$ cat config.mk
export PLATFORM = sky130hd
export DESIGN_NAME = sdt_section_service_name_parser
export DESIGN_NICKNAME = d
export VERILOG_FILES = /design/src/hw/rtl/sdtsn_pkg.sv /design/src/hw/rtl/sdt_section_service_name_parser.sv /design/src/hw/rtl/sdtsn_front.sv /design/src/hw/rtl/sdtsn_queue.sv /design/src/hw/rtl/sdtsn_back.sv
export SDC_FILE = /design/constraint.sdc
export NUM_CORES = 1
export LEC_CHECK = 0
export BUFFER_PORTS_ARGS = -buffer_cell sky130_fd_sc_hd__buf_2
export CAP_MARGIN = 20
export CORE_MARGIN = 2
export CORE_UTILIZATION = 35
export CTS_CLUSTER_DIAMETER = 40
export DETAILED_ROUTE_END_ITERATION = 10
export PLACE_DENSITY_LB_ADDON = 0.25
export SYNTH_ARGS = -nofsm -noshare
export SYNTH_HDL_FRONTEND = slang
export SYNTH_HIERARCHICAL = 1
export SYNTH_SLANG_ARGS = --single-unit
$ cat constraint.sdc
create_clock -name aclk -period 7.28 [get_ports aclk]
set_clock_uncertainty 0.1 [all_clocks]
set_input_delay 0.364 -clock aclk [delete_from_list [all_inputs] [get_ports aclk]]
set_output_delay 0.364 -clock aclk [all_outputs]
set_load 0.02 [all_outputs]
$ cat src/hw/rtl/sdtsn_pkg.sv
// ----------------------------------------------------------------------------
// sdtsn_pkg
// Types and constants for the SDT service name parser.
// ----------------------------------------------------------------------------
package sdtsn_pkg;

    localparam int QUEUE_DEPTH = 2;
    localparam int PTR_W       = (QUEUE_DEPTH > 1) ? $clog2(QUEUE_DEPTH) : 1;
    localparam int CNT_W       = $clog2(QUEUE_DEPTH + 1);

    localparam logic [1:0] KIND_IDS      = 2'd0;
    localparam logic [1:0] KIND_PROVIDER = 2'd1;
    localparam logic [1:0] KIND_SERVICE  = 2'd2;

    localparam logic [7:0] TAG_SERVICE   = 8'h48;
    localparam logic [7:0] SEL_LIMIT     = 8'h20;
    localparam logic [7:0] SEL_TRIPLE    = 8'h10;
    localparam logic [7:0] UTF8_LEAD     = 8'hC0;
    localparam logic [7:0] UTF8_CONT     = 8'h80;

    localparam logic [1:0] SEL_FIRST     = 2'd3;
    localparam logic [1:0] SEL_TWO_MORE  = 2'd2;
    localparam logic [1:0] SEL_COPY      = 2'd0;

    localparam logic [11:0] POS_MAX      = 12'hFFF;
    localparam logic [11:0] POS_LEN_HI   = 12'd1;
    localparam logic [11:0] POS_LEN_LO   = 12'd2;
    localparam logic [11:0] POS_TSID_HI  = 12'd3;
    localparam logic [11:0] POS_TSID_LO  = 12'd4;
    localparam logic [11:0] POS_NID_HI   = 12'd8;
    localparam logic [11:0] POS_NID_LO   = 12'd9;
    localparam logic [11:0] POS_HDR_END  = 12'd10;

    typedef enum logic [14:0] {
        PH_IDLE   = 15'b000000000000001,
        PH_HDR    = 15'b000000000000010,
        PH_SID_HI = 15'b000000000000100,
        PH_SID_LO = 15'b000000000001000,
        PH_FLAGS  = 15'b000000000010000,
        PH_DL_HI  = 15'b000000000100000,
        PH_DL_LO  = 15'b000000001000000,
        PH_TAG    = 15'b000000010000000,
        PH_DLEN   = 15'b000000100000000,
        PH_STYPE  = 15'b000001000000000,
        PH_PLEN   = 15'b000010000000000,
        PH_PNAME  = 15'b000100000000000,
        PH_SLEN   = 15'b001000000000000,
        PH_SNAME  = 15'b010000000000000,
        PH_SKIP   = 15'b100000000000000
    } phase_t;

    typedef struct packed {
        logic [1:0]  kind;
        logic [15:0] service_id;
        logic [15:0] transport_stream_id;
        logic [15:0] network_id;
        logic [7:0]  data;
        logic        last;
    } entry_t;

endpackage

$ cat src/hw/rtl/sdt_section_service_name_parser.sv
// ----------------------------------------------------------------------------
// sdt_section_service_name_parser
// SDT section parser that streams stream ids and provider and service names as UTF-8.
// ----------------------------------------------------------------------------
// Input channel s_*: one section byte per request, s_section_start on the
// table_id byte. Output channel m_*: one request per result; kind 0 carries
// the transport stream id and network id once per section, kinds 1 and 2
// carry provider and service name bytes, m_last on the final byte of a name.
// A byte is parsed in the cycle it is accepted; its result is written into
// the queue and shows on m_* once earlier entries have been taken. The
// parser takes one byte per cycle while the queue is not full; a Latin-1 name
// byte of 0x80 and above gives two results, a UTF-8 lead and continuation byte.
// A two-entry queue between parser and output stage sets how far the parser
// runs ahead: when it is full, s_ready drops until the receiver takes the
// final result of the oldest entry. While m_ready is low the current result
// holds on m_*.
// Synchronous reset clears the queue and returns the parser to idle, where
// bytes are dropped until a section start arrives.
// ----------------------------------------------------------------------------
module sdt_section_service_name_parser (
    input  logic        aclk,
    input  logic        aresetn,
    input  logic        s_valid,
    output logic        s_ready,
    input  logic [7:0]  s_data_byte,
    input  logic        s_section_start,
    output logic        m_valid,
    input  logic        m_ready,
    output logic [1:0]  m_kind,
    output logic [15:0] m_service_id,
    output logic [15:0] m_transport_stream_id,
    output logic [15:0] m_network_id,
    output logic [7:0]  m_name_byte,
    output logic        m_last
);
    import sdtsn_pkg::*;

    logic   push;
    entry_t push_entry;
    logic   pop;
    logic   full;
    logic   empty;
    entry_t head;

    sdtsn_front u_front (
        .aclk            (aclk),
        .aresetn         (aresetn),
        .s_valid         (s_valid),
        .s_ready         (s_ready),
        .s_data_byte     (s_data_byte),
        .s_section_start (s_section_start),
        .queue_full      (full),
        .push            (push),
        .push_entry      (push_entry)
    );

    sdtsn_queue u_queue (
        .aclk       (aclk),
        .aresetn    (aresetn),
        .push       (push),
        .push_entry (push_entry),
        .pop        (pop),
        .full       (full),
        .empty      (empty),
        .head       (head)
    );

    sdtsn_back u_back (
        .aclk                  (aclk),
        .aresetn               (aresetn),
        .empty                 (empty),
        .head                  (head),
        .pop                   (pop),
        .m_valid               (m_valid),
        .m_ready               (m_ready),
        .m_kind                (m_kind),
        .m_service_id          (m_service_id),
        .m_transport_stream_id (m_transport_stream_id),
        .m_network_id          (m_network_id),
        .m_name_byte           (m_name_byte),
        .m_last                (m_last)
    );

endmodule

$ cat src/hw/rtl/sdtsn_front.sv
// ----------------------------------------------------------------------------
// sdtsn_front
// Section byte parser: walks header, service entries and descriptors and
// pushes one request per id emission or kept name byte.
// ----------------------------------------------------------------------------
module sdtsn_front (
    input  logic               aclk,
    input  logic               aresetn,
    input  logic               s_valid,
    output logic               s_ready,
    input  logic [7:0]         s_data_byte,
    input  logic               s_section_start,
    input  logic               queue_full,
    output logic               push,
    output sdtsn_pkg::entry_t  push_entry
);
    import sdtsn_pkg::*;

    logic [11:0] pos_reg, pos_next;
    logic [11:0] sec_len_reg, sec_len_next;
    logic [15:0] tsid_reg, tsid_next;
    logic [15:0] nid_reg, nid_next;
    logic [15:0] sid_reg, sid_next;
    phase_t      phase_reg, phase_next;
    logic [11:0] loop_reg, loop_next;
    logic [7:0]  desc_reg, desc_next;
    logic [7:0]  tag_reg, tag_next;
    logic [7:0]  name_reg, name_next;
    logic [1:0]  sel_reg, sel_next;

    logic        accept;
    logic [11:0] pos_n;
    logic [11:0] lr;
    logic [11:0] avail;
    logic [11:0] loop_len;
    logic [11:0] loop_min;
    logic [7:0]  dr;
    logic [7:0]  dl_min;
    logic [7:0]  nm;
    logic [7:0]  name_dec;
    logic        name_emit;
    logic [1:0]  sel_after;
    phase_t      ph;

    assign s_ready = !queue_full;
    assign accept  = s_valid && s_ready;

    assign name_dec = (name_reg != 8'd0) ? name_reg - 8'd1 : 8'd0;

    always_comb begin
        name_emit = 1'b0;
        sel_after = SEL_COPY;
        if (sel_reg == SEL_FIRST) begin
            if (s_data_byte < SEL_LIMIT) begin
                sel_after = (s_data_byte == SEL_TRIPLE) ? SEL_TWO_MORE : SEL_COPY;
            end else begin
                name_emit = 1'b1;
            end
        end else if (sel_reg != SEL_COPY) begin
            sel_after = sel_reg - 2'd1;
        end else begin
            name_emit = 1'b1;
        end
    end

    always_comb begin
        pos_next     = pos_reg;
        sec_len_next = sec_len_reg;
        tsid_next    = tsid_reg;
        nid_next     = nid_reg;
        sid_next     = sid_reg;
        phase_next   = phase_reg;
        loop_next    = loop_reg;
        desc_next    = desc_reg;
        tag_next     = tag_reg;
        name_next    = name_reg;
        sel_next     = sel_reg;
        push         = 1'b0;
        push_entry.kind                = KIND_IDS;
        push_entry.service_id          = sid_reg;
        push_entry.transport_stream_id = tsid_reg;
        push_entry.network_id          = nid_reg;
        push_entry.data                = s_data_byte;
        push_entry.last                = 1'b0;
        pos_n    = (pos_reg != POS_MAX) ? pos_reg + 12'd1 : pos_reg;
        lr       = (loop_reg != 12'd0) ? loop_reg - 12'd1 : 12'd0;
        avail    = sec_len_reg - 12'd2 - pos_n;
        loop_len = {loop_reg[11:8], s_data_byte};
        loop_min = (loop_len < avail) ? loop_len : avail;
        dl_min   = (lr < {4'd0, s_data_byte}) ? lr[7:0] : s_data_byte;
        dr       = (desc_reg != 8'd0) ? desc_reg - 8'd1 : 8'd0;
        nm       = (s_data_byte < dr) ? s_data_byte : dr;
        ph       = phase_reg;

        if (accept) begin
            if (s_section_start) begin
                pos_next     = 12'd0;
                sec_len_next = 12'd0;
                phase_next   = PH_HDR;
                loop_next    = 12'd0;
                desc_next    = 8'd0;
                tag_next     = 8'd0;
                name_next    = 8'd0;
                sel_next     = SEL_COPY;
            end else if (phase_reg != PH_IDLE) begin
                pos_next = pos_n;
                if (phase_reg == PH_HDR) begin
                    case (pos_n)
                        POS_LEN_HI:  sec_len_next = {s_data_byte[3:0], 8'h00};
                        POS_LEN_LO:  sec_len_next = {sec_len_reg[11:8], s_data_byte};
                        POS_TSID_HI: tsid_next = {s_data_byte, tsid_reg[7:0]};
                        POS_TSID_LO: tsid_next = {tsid_reg[15:8], s_data_byte};
                        POS_NID_HI:  nid_next = {s_data_byte, nid_reg[7:0]};
                        POS_NID_LO: begin
                            nid_next = {nid_reg[15:8], s_data_byte};
                            push     = 1'b1;
                            push_entry.service_id = 16'd0;
                            push_entry.network_id = {nid_reg[15:8], s_data_byte};
                            push_entry.data       = 8'd0;
                        end
                        POS_HDR_END: phase_next = PH_SID_HI;
                        default: ;
                    endcase
                end else if ({1'b0, pos_n} + 13'd1 >= {1'b0, sec_len_reg}) begin
                    phase_next = PH_IDLE;
                end else begin
                    case (phase_reg)
                        PH_SID_HI: begin
                            sid_next   = {s_data_byte, sid_reg[7:0]};
                            phase_next = PH_SID_LO;
                        end
                        PH_SID_LO: begin
                            sid_next   = {sid_reg[15:8], s_data_byte};
                            phase_next = PH_FLAGS;
                        end
                        PH_FLAGS: phase_next = PH_DL_HI;
                        PH_DL_HI: begin
                            loop_next  = {s_data_byte[3:0], 8'h00};
                            phase_next = PH_DL_LO;
                        end
                        PH_DL_LO: begin
                            loop_next  = loop_min;
                            phase_next = (loop_min == 12'd0) ? PH_SID_HI : PH_TAG;
                        end
                        default: begin
                            loop_next = lr;
                            if (phase_reg == PH_TAG) begin
                                tag_next = s_data_byte;
                                ph       = PH_DLEN;
                            end else if (phase_reg == PH_DLEN) begin
                                desc_next = dl_min;
                                if (dl_min == 8'd0) begin
                                    ph = PH_TAG;
                                end else begin
                                    ph = (tag_reg == TAG_SERVICE) ? PH_STYPE : PH_SKIP;
                                end
                            end else begin
                                desc_next = dr;
                                case (phase_reg)
                                    PH_STYPE: ph = PH_PLEN;
                                    PH_PLEN: begin
                                        name_next = nm;
                                        sel_next  = SEL_FIRST;
                                        ph = (nm != 8'd0) ? PH_PNAME : PH_SLEN;
                                    end
                                    PH_SLEN: begin
                                        name_next = nm;
                                        sel_next  = SEL_FIRST;
                                        ph = (nm != 8'd0) ? PH_SNAME : PH_SKIP;
                                    end
                                    PH_PNAME, PH_SNAME: begin
                                        name_next       = name_dec;
                                        sel_next        = sel_after;
                                        push            = name_emit;
                                        push_entry.kind = (phase_reg == PH_PNAME) ?
                                                          KIND_PROVIDER : KIND_SERVICE;
                                        push_entry.last = (name_reg == 8'd1);
                                        if (name_dec == 8'd0) begin
                                            ph = (phase_reg == PH_PNAME) ? PH_SLEN : PH_SKIP;
                                        end
                                    end
                                    default: ;
                                endcase
                                if (dr == 8'd0) begin
                                    ph = PH_TAG;
                                end
                            end
                            if (lr == 12'd0) begin
                                ph = PH_SID_HI;
                            end
                            phase_next = ph;
                        end
                    endcase
                end
            end
        end
    end

    always_ff @(posedge aclk) begin
        if (!aresetn) begin
            pos_reg     <= 12'd0;
            sec_len_reg <= 12'd0;
            tsid_reg    <= 16'd0;
            nid_reg     <= 16'd0;
            sid_reg     <= 16'd0;
            phase_reg   <= PH_IDLE;
            loop_reg    <= 12'd0;
            desc_reg    <= 8'd0;
            tag_reg     <= 8'd0;
            name_reg    <= 8'd0;
            sel_reg     <= SEL_COPY;
        end else begin
            pos_reg     <= pos_next;
            sec_len_reg <= sec_len_next;
            tsid_reg    <= tsid_next;
            nid_reg     <= nid_next;
            sid_reg     <= sid_next;
            phase_reg   <= phase_next;
            loop_reg    <= loop_next;
            desc_reg    <= desc_next;
            tag_reg     <= tag_next;
            name_reg    <= name_next;
            sel_reg     <= sel_next;
        end
    end

endmodule

$ cat src/hw/rtl/sdtsn_queue.sv
// ----------------------------------------------------------------------------
// sdtsn_queue
// Short request queue between the parser and the output stage.
// ----------------------------------------------------------------------------
module sdtsn_queue (
    input  logic               aclk,
    input  logic               aresetn,
    input  logic               push,
    input  sdtsn_pkg::entry_t  push_entry,
    input  logic               pop,
    output logic               full,
    output logic               empty,
    output sdtsn_pkg::entry_t  head
);
    import sdtsn_pkg::*;

    entry_t             mem [QUEUE_DEPTH];
    logic [PTR_W-1:0]   wr_ptr_reg, wr_ptr_next;
    logic [PTR_W-1:0]   rd_ptr_reg, rd_ptr_next;
    logic [CNT_W-1:0]   count_reg, count_next;
    logic               do_push;
    logic               do_pop;

    assign full    = (count_reg == CNT_W'(QUEUE_DEPTH));
    assign empty   = (count_reg == '0);
    assign head    = mem[rd_ptr_reg];
    assign do_push = push && !full;
    assign do_pop  = pop && !empty;

    always_comb begin
        wr_ptr_next = wr_ptr_reg;
        rd_ptr_next = rd_ptr_reg;
        count_next  = count_reg;
        if (do_push) begin
            wr_ptr_next = (wr_ptr_reg == PTR_W'(QUEUE_DEPTH - 1)) ? '0 : wr_ptr_reg + 1'b1;
        end
        if (do_pop) begin
            rd_ptr_next = (rd_ptr_reg == PTR_W'(QUEUE_DEPTH - 1)) ? '0 : rd_ptr_reg + 1'b1;
        end
        if (do_push && !do_pop) begin
            count_next = count_reg + 1'b1;
        end else if (do_pop && !do_push) begin
            count_next = count_reg - 1'b1;
        end
    end

    always_ff @(posedge aclk) begin
        if (do_push) begin
            mem[wr_ptr_reg] <= push_entry;
        end
    end

    always_ff @(posedge aclk) begin
        if (!aresetn) begin
            wr_ptr_reg <= '0;
            rd_ptr_reg <= '0;
            count_reg  <= '0;
        end else begin
            wr_ptr_reg <= wr_ptr_next;
            rd_ptr_reg <= rd_ptr_next;
            count_reg  <= count_next;
        end
    end

endmodule

$ cat src/hw/rtl/sdtsn_back.sv
// ----------------------------------------------------------------------------
// sdtsn_back
// Output stage: presents queued requests, splitting Latin-1 bytes of 0x80
// and above into a two-byte UTF-8 sequence.
// ----------------------------------------------------------------------------
module sdtsn_back (
    input  logic               aclk,
    input  logic               aresetn,
    input  logic               empty,
    input  sdtsn_pkg::entry_t  head,
    output logic               pop,
    output logic               m_valid,
    input  logic               m_ready,
    output logic [1:0]         m_kind,
    output logic [15:0]        m_service_id,
    output logic [15:0]        m_transport_stream_id,
    output logic [15:0]        m_network_id,
    output logic [7:0]         m_name_byte,
    output logic               m_last
);
    import sdtsn_pkg::*;

    logic half_reg, half_next;
    logic two;
    logic fire;

    assign two     = head.data[7];
    assign m_valid = !empty;
    assign fire    = m_valid && m_ready;
    assign pop     = fire && (!two || half_reg);

    assign m_kind                = head.kind;
    assign m_service_id          = head.service_id;
    assign m_transport_stream_id = head.transport_stream_id;
    assign m_network_id          = head.network_id;
    assign m_last                = head.last && (!two || half_reg);

    always_comb begin
        if (!two) begin
            m_name_byte = head.data;
        end else if (half_reg) begin
            m_name_byte = UTF8_CONT | {2'b00, head.data[5:0]};
        end else begin
            m_name_byte = UTF8_LEAD | {6'd0, head.data[7:6]};
        end
    end

    always_comb begin
        half_next = half_reg;
        if (fire && two) begin
            half_next = !half_reg;
        end
    end

    always_ff @(posedge aclk) begin
        if (!aresetn) begin
            half_reg <= 1'b0;
        end else begin
            half_reg <= half_next;
        end
    end

endmodule

Word-level counts from Yosys, hierarchy flattened
Memory sizes are Yosys's and may differ from the RTL's. A register that Yosys moved wholly into a read port is not among the register bits.
Cells that the tools add are included.
Storage, ports and cells
  bits in registers: 130
  RAM bits: 118
  output and inout port bits: 61
  memories kept: 1
Memory list
  u_queue.mem: depth 2, bits a word 59, rd ports 1, clocked after Yosys merged registers in 1, write ports 1, RTL line sdtsn_queue.sv:17  | entry_t mem [QUEUE_DEPTH];
Cells by class
  add/sub/neg operators: 12
  magnitude comparators: 5
  eq/ne operators: 36
  multiplexer cells: 118
  bitwise operators: 9
  reductions and logical operators: 53
Operators with widths (number)
  2-to-1 mux 15 bit: 14
  2-to-1 mux 8 bit: 26
  2-to-1 mux 12 bit: 12
  case mux 16 bit (2 select lines): 3
  case mux 15 bit (5 select lines): 1
  2-to-1 mux 16 bit: 4
  case mux 15 bit (4 select lines): 1
  2-to-1 mux 18 bit: 3
  2-to-1 mux 17 bit: 3
  2-to-1 mux 2 bit: 20
  == test 12 x 4 -> 1 bit, second input constant: 3
  case mux 12 bit (3 select lines): 1
  AND reduction 6 bit: 6
  2-to-1 mux 1 bit: 25
  == test 12 x 2 -> 1 bit, second input constant: 2
  logical NOT 12 bit: 2
  logical NOT 8 bit: 3
  case mux 12 bit (2 select lines): 1
  nonzero test 8 bit: 3
  case mux 8 bit (2 select lines): 1
  nonzero test 16 bit: 1
  subtractor 8 x 1 -> 8 bit, second input constant: 2
  == test 15 x 10 -> 1 bit, second input constant: 1
  == test 15 x 11 -> 1 bit, second input constant: 1
  other kinds (55): 94

Logic depth before layout (Yosys ltp)
  depth in word-level cells: 17
  mapped depth: 26
  gate-level depth less buffers: 25

Modules after synthesis
Netlist, hierarchy kept.
By module, submodules not included
  sdtsn_front: instances 1, cells each 1196, area each 9409.0 µm², sequential area each 2502.4 µm²
  sdtsn_queue: instances 1, cells each 209, area each 4526.8 µm², sequential area each 3643.5 µm²
  sdtsn_back: instances 1, cells each 68, area each 515.5 µm², sequential area each 20.0 µm²

Worst setup path after synthesis
No wires, ideal clock.
  kind: register to register
  start: reg u_front.pos_reg[1]
  end: mem u_queue/mem[0][0] in the netlist's numbering, enable pin
  library setup time: 466 ps
  data arrival time: 6572 ps
  required time: 6714 ps
  path slack: 141 ps
  stages on the path, launching flop included: 21
  buffers on the path: 1
  period minus slack after synthesis: 7139 ps
  cell sequence: dfxtp_1 ha_1 nand3_1 or4_1 buf_2 o31ai_2 and3_1 and2_1 and3_1 nor2_1 ha_1 and3_1 a221oi_1 o21a_1 o21ai_1 nor2_1 and4_1 nand2_1 o22ai_1 inv_1 nor3_2
Between the ends
  word-level cells in the longest chain between the ends: 12
  elaborated cells on any way between the ends: 15
  classes of those cells: 2 x add/sub; 1 x order compare; 2 x eq/ne; 9 x mux; 1 x reduce/logical
RTL lines
  start, declared: RTL line sdtsn_front.sv:19  | logic [11:0] pos_reg, pos_next;
  start signal, assigned: RTL line sdtsn_front.sv:213  | pos_reg <= pos_next;
  adder 12 x 1 -> 12 bit / inequality test 12 bit (equally long branches): RTL line sdtsn_front.sv:85  | pos_n = (pos_reg != POS_MAX) ? pos_reg + 12'd1 : pos_reg;
  2-to-1 mux 12 bit *: RTL line sdtsn_front.sv:85
  adder 12 x 1 -> 13 bit: RTL line sdtsn_front.sv:124  | end else if ({1'b0, pos_n} + 13'd1 >= {1'b0, sec_len_reg}) begin
  greater-or-equal comparator 13 x 12 -> 1 bit: RTL line sdtsn_front.sv:124
  2-to-1 mux 1 bit: RTL line sdtsn_front.sv:124
  2-to-1 mux 1 bit *: RTL line sdtsn_front.sv:107  | if (phase_reg == PH_HDR) begin
  2-to-1 mux 1 bit *: RTL line sdtsn_front.sv:105  | end else if (phase_reg != PH_IDLE) begin
  2-to-1 mux 1 bit *: RTL line sdtsn_front.sv:96  | if (s_section_start) begin
  2-to-1 mux 1 bit *: RTL line sdtsn_front.sv:95  | if (accept) begin
  net push: RTL line sdt_section_service_name_parser.sv:38  | logic push;
  logical AND 1 bit *: RTL line sdtsn_queue.sv:27  | assign do_push = push && !full;
  2-to-1 mux 1 bit *: RTL line sdtsn_queue.sv:48  | if (do_push) begin
  2-to-1 mux 1 bit (not written as such) *: RTL line sdtsn_queue.sv:49  | mem[wr_ptr_reg] <= push_entry;
  end, declared: RTL line sdtsn_queue.sv:17
The timed path passes the listed nets; every way through them passes the cells marked *.

Final worst setup path
  start: reg u_front.pos_reg[1]
  end: reg u_front.phase_reg[7]
Between the ends
  word-level cells in the longest chain between the ends: 12
  elaborated cells on any way between the ends: 20
  classes of those cells: 3 x add/sub; 2 x order compare; 4 x eq/ne; 8 x mux; 3 x reduce/logical
RTL lines
  adder 12 x 1 -> 12 bit / inequality test 12 bit (equally long branches): RTL line sdtsn_front.sv:85
  2-to-1 mux 12 bit *: RTL line sdtsn_front.sv:85
  subtractor 12 bit: RTL line sdtsn_front.sv:87  | avail = sec_len_reg - 12'd2 - pos_n;
  less-than comparator 12 bit: RTL line sdtsn_front.sv:89  | loop_min = (loop_len < avail) ? loop_len : avail;
  2-to-1 mux 12 bit: RTL line sdtsn_front.sv:89
  logical NOT 12 bit: RTL line sdtsn_front.sv:143  | phase_next = (loop_min == 12'd0) ? PH_SID_HI : PH_TAG;
  2-to-1 mux 8 bit: RTL line sdtsn_front.sv:143
  case mux 15 bit (5 select lines): RTL line sdtsn_front.sv:127  | case (phase_reg)
  2-to-1 mux 15 bit: RTL line sdtsn_front.sv:124
  2-to-1 mux 15 bit: RTL line sdtsn_front.sv:107
  2-to-1 mux 15 bit: RTL line sdtsn_front.sv:105
  2-to-1 mux 15 bit: RTL line sdtsn_front.sv:96
  end signal, assigned: RTL line sdtsn_front.sv:218  | phase_reg <= phase_next;
  end, declared: RTL line sdtsn_front.sv:24  | phase_t phase_reg, phase_next;
Every way passes the cells marked *; elsewhere a longest branch is shown, timed or not. The select of a mux whose other input is x is not followed.
A chain may end at the register's enable or synchronous reset.

==> metrics <==
status=finished, final reports clean; Residual DRC=0; critical path capture point type=register; Placement Rows=between 70 and 80; count of port buffers added during placement=between 70 and 80; chip height=~210 microns; WHS=0.0600 ns; Synth Flop Type=dfxtp_1; Hold Crit Class=in2reg; wire per inst=roughly 18 microns; yosys warns=6; CTS tree=yes; area of the mapped netlist=between 10000 and 15000 sq um; initial antenna violation count=0; I/O Pins=74; leakage power=about 0.0057 uW; Via density=approximately 5.4; CTS Buf Count=36; Routability Congestion=between 0.9 and 1; most common cell after layout, fill and taps aside=dfxtp_1; Final Hold Fails=0; worst slew pin tran=roughly 1.1 ns; sequential area share after synthesis=between 40% and 50%; Power Density=around 210 nW/um^2; cell count after synthesis=between 1k and 1.5k; Worst EP required=between 7 and 8 ns; Starting Density=a little over a third; CP max-delay cell=or4_4; P&R area growth vs syn=11.3%; Seq pwr share=between 40% and 50%; peak supply drop=0.141 mV; Die W=about 210 microns; max-slew violation total from the final report=0; Final setup violation count=0; drt pass-1 iters=5; Root Buffer=clkbuf_16; WS Path Type=reg2reg; max FFs per register=approximately 120; maximum clock frequency=148 MHz; die area=roughly 43000 sq um; Worst Path Max Fanout=8; Slew headroom=approximately a quarter; Comb power frac=about 5%; Synth Register Bits=between 200 and 250; Synth cell types=77; wire length reported by the detailed router=37100 microns; Clock power frac=51.9%; post-route ant nets=0; WP data arrival=between 7 and 8 ns; First DRT Iteration DRCs=~790; Synth Net Count=between 1.5k and 2k; vias in the first global route=~10k; Reg clk slew, reported paths=roughly 0.060 ns; Top reg by flops=u_queue/mem; maximum root-to-sink buffer count=3; first-pass GRT wire length=58600 microns; half-perimeter wire length after placement=approximately 26000 microns; largest net degree at the start of global routing=59; fin nets=between 1.5k and 2k; crit path launch type=register; commonest cells after routing, fill and taps aside=dfxtp_1, edfxtp_1, nor2_1; share of layout cells above drive strength 1=between 15 and 20%; ys async rst share=0%; Final period util=around 90%; Core ar.=40800 sq um; number of synthesized flops with an enable pin=roughly 120; H-tree Lvls=2; slowest cell delay on critical path=approximately 0.65 ns; unrepaired setup endpoints after global routing=false; MaxCap Viol Count=0; Pint=around 2600 uW; Layout fillers=3969; Setup TNS Final=0 ns; routed via count=approximately 11k; Skew-Pair Late Insertion Delay=roughly 0.54 ns; clk sink count=around 250; Total GRT Usage=roughly 17%; Net Sw Power=around 770 uW; min Tclk post-route=roughly 6.7 ns; total gr overflow=0; average instance area after synthesis=9.81 sq um; sw frac=between 20% and 30%; crit-path most repeated cell=ha_1; cts hold-fix bufs=0
## stage by stage
stage | util, % | total power (uW) | cells | instance area (sq um) | setup WS, ns
2_1_floorplan | - | 1610 | 1473 | 14500 | 0.141
3_3_place_gp | 36.3 | 1660 | 1954 | 14800 | 0.522
3_5_place_dp | 36.3 | 1670 | 1955 | 14800 | 0.228
4_1_cts | 39.3 | 3450 | 2021 | 16100 | 0.158
5_1_grt | 39.4 | 3520 | 2022 | 16100 | 0.0358
6_report | 39.4 | 3410 | 2023 | 16100 | 0.533
## synthesized netlist by cell type, types with 7 or more instances
master	instances	area [sq um]
dfxtp_1	131	2620
edfxtp_1	118	3540
nor2_1	102	383
nor2b_1	86	538
nand2_1	81	304
inv_1	72	270
a21oi_1	68	340
ha_1	68	851
mux2_2	66	743
buf_4	63	473
clkbuf_1	56	210
o21ai_0	45	225
nand3_1	44	220
mux2i_1	42	420
a22o_1	33	289
nor3_1	32	160
a22oi_1	22	165
xor2_1	21	184
xnor2_1	19	166
buf_2	18	90.1
or3_1	16	100
and2_1	15	93.8
nand2b_1	15	93.8
a21boi_0	14	105
nand4_1	14	87.6
and3_1	13	81.3
mux2_4	13	195
nor4_1	11	68.8
a31oi_1	10	62.6
nand3b_1	9	67.6
o31ai_1	9	67.6
or4_1	9	67.6
a21o_1	8	60.1
and4_1	8	70.1
o21a_1	8	60.1
a211oi_1	7	52.6
o211ai_1	7	52.6
o21ai_1	7	35.0
o22ai_1	7	43.8
or2_2	7	43.8
## final timing paths
path / start / end / slack, ns / depth (start not counted)
worst max-delay path: u_front/pos_reg[1]$_SDFFE_PN0P_ / u_front/phase_reg[7]$_SDFFE_PN0P_ / 0.53 / 25
worst min-delay path: m_ready / u_back/half_reg$_SDFFE_PN0P_ / 0.06 / 3
worst max register to register: u_front/pos_reg[1]$_SDFFE_PN0P_ / u_front/phase_reg[7]$_SDFFE_PN0P_ / 0.53 / 25
worst min register to register: u_front/tsid_reg[3]$_SDFFE_PN0P_ / u_queue/mem[0][28]$_DFFE_PP_ / 0.35 / 0
## cell type report
| cell class | instances | area [sq um] | area share [%] |
|---|---|---|---|
| inverters | 74 | 278 | 1.73 |
| clock inverters | 17 | 225 | 1.40 |
| flip-flops and latches | 249 | 6170 | 38.3 |
| repair buffers | 91 | 500 | 3.11 |
| diodes | 1 | 2.50 | 0.0156 |
| multi-input cells | 1010 | 7240 | 45.0 |
| clock buffers | 49 | 1010 | 6.29 |
| well taps | 532 | 666 | 4.14 |
## layer usage
metal  up-vias  global-route usage [%]  share of wire, %
met4         0                    5.76               2.8
met3        54                    2.87               4.5
li1       5240                       -                 -
met5         -                       0                 0
met2       303                    29.2                49
met1      5263                    21.7                44
## critical path, delay by kind of cell (launching register included)
kind / cells / cell delay, ns
fa+ha+maj: 5 / 1.49
flops: 1 / 0.42
simple gates: 6 / 2.16
buf+inv: 2 / 0.12
xor+xnor: 1 / 0.23
compound gates: 11 / 2.08
## power groups by stage
stage                     logic, uW  registers, uW  clock network (uW)
final                           175           1460                1770
after global routing            193           1460                1870
after CTS                       175           1460                1810
after detailed placement        174           1490                   0
after global placement          172           1490                   0
after floorplan                 115           1490                   0
## repair_timing
action,4_1_cts,5_1_grt
resized for setup,0,4
buffers inserted,0,0
endpoints found under the setup margin,0,13
## cells by family after synthesis
| kind of cell | synth area share (%) |
|---|---|
| xor gates and xnor gates | 2.42 |
| and+or+nand+nor | 18.7 |
| muxes | 9.40 |
| adders and majority gates | 6.03 |
| buffers and inverters | 7.51 |
| DFF | 42.7 |
| AOI/OAI and AO/OA | 13.3 |
No activity file was read; power rests on OpenSTA's default activity.
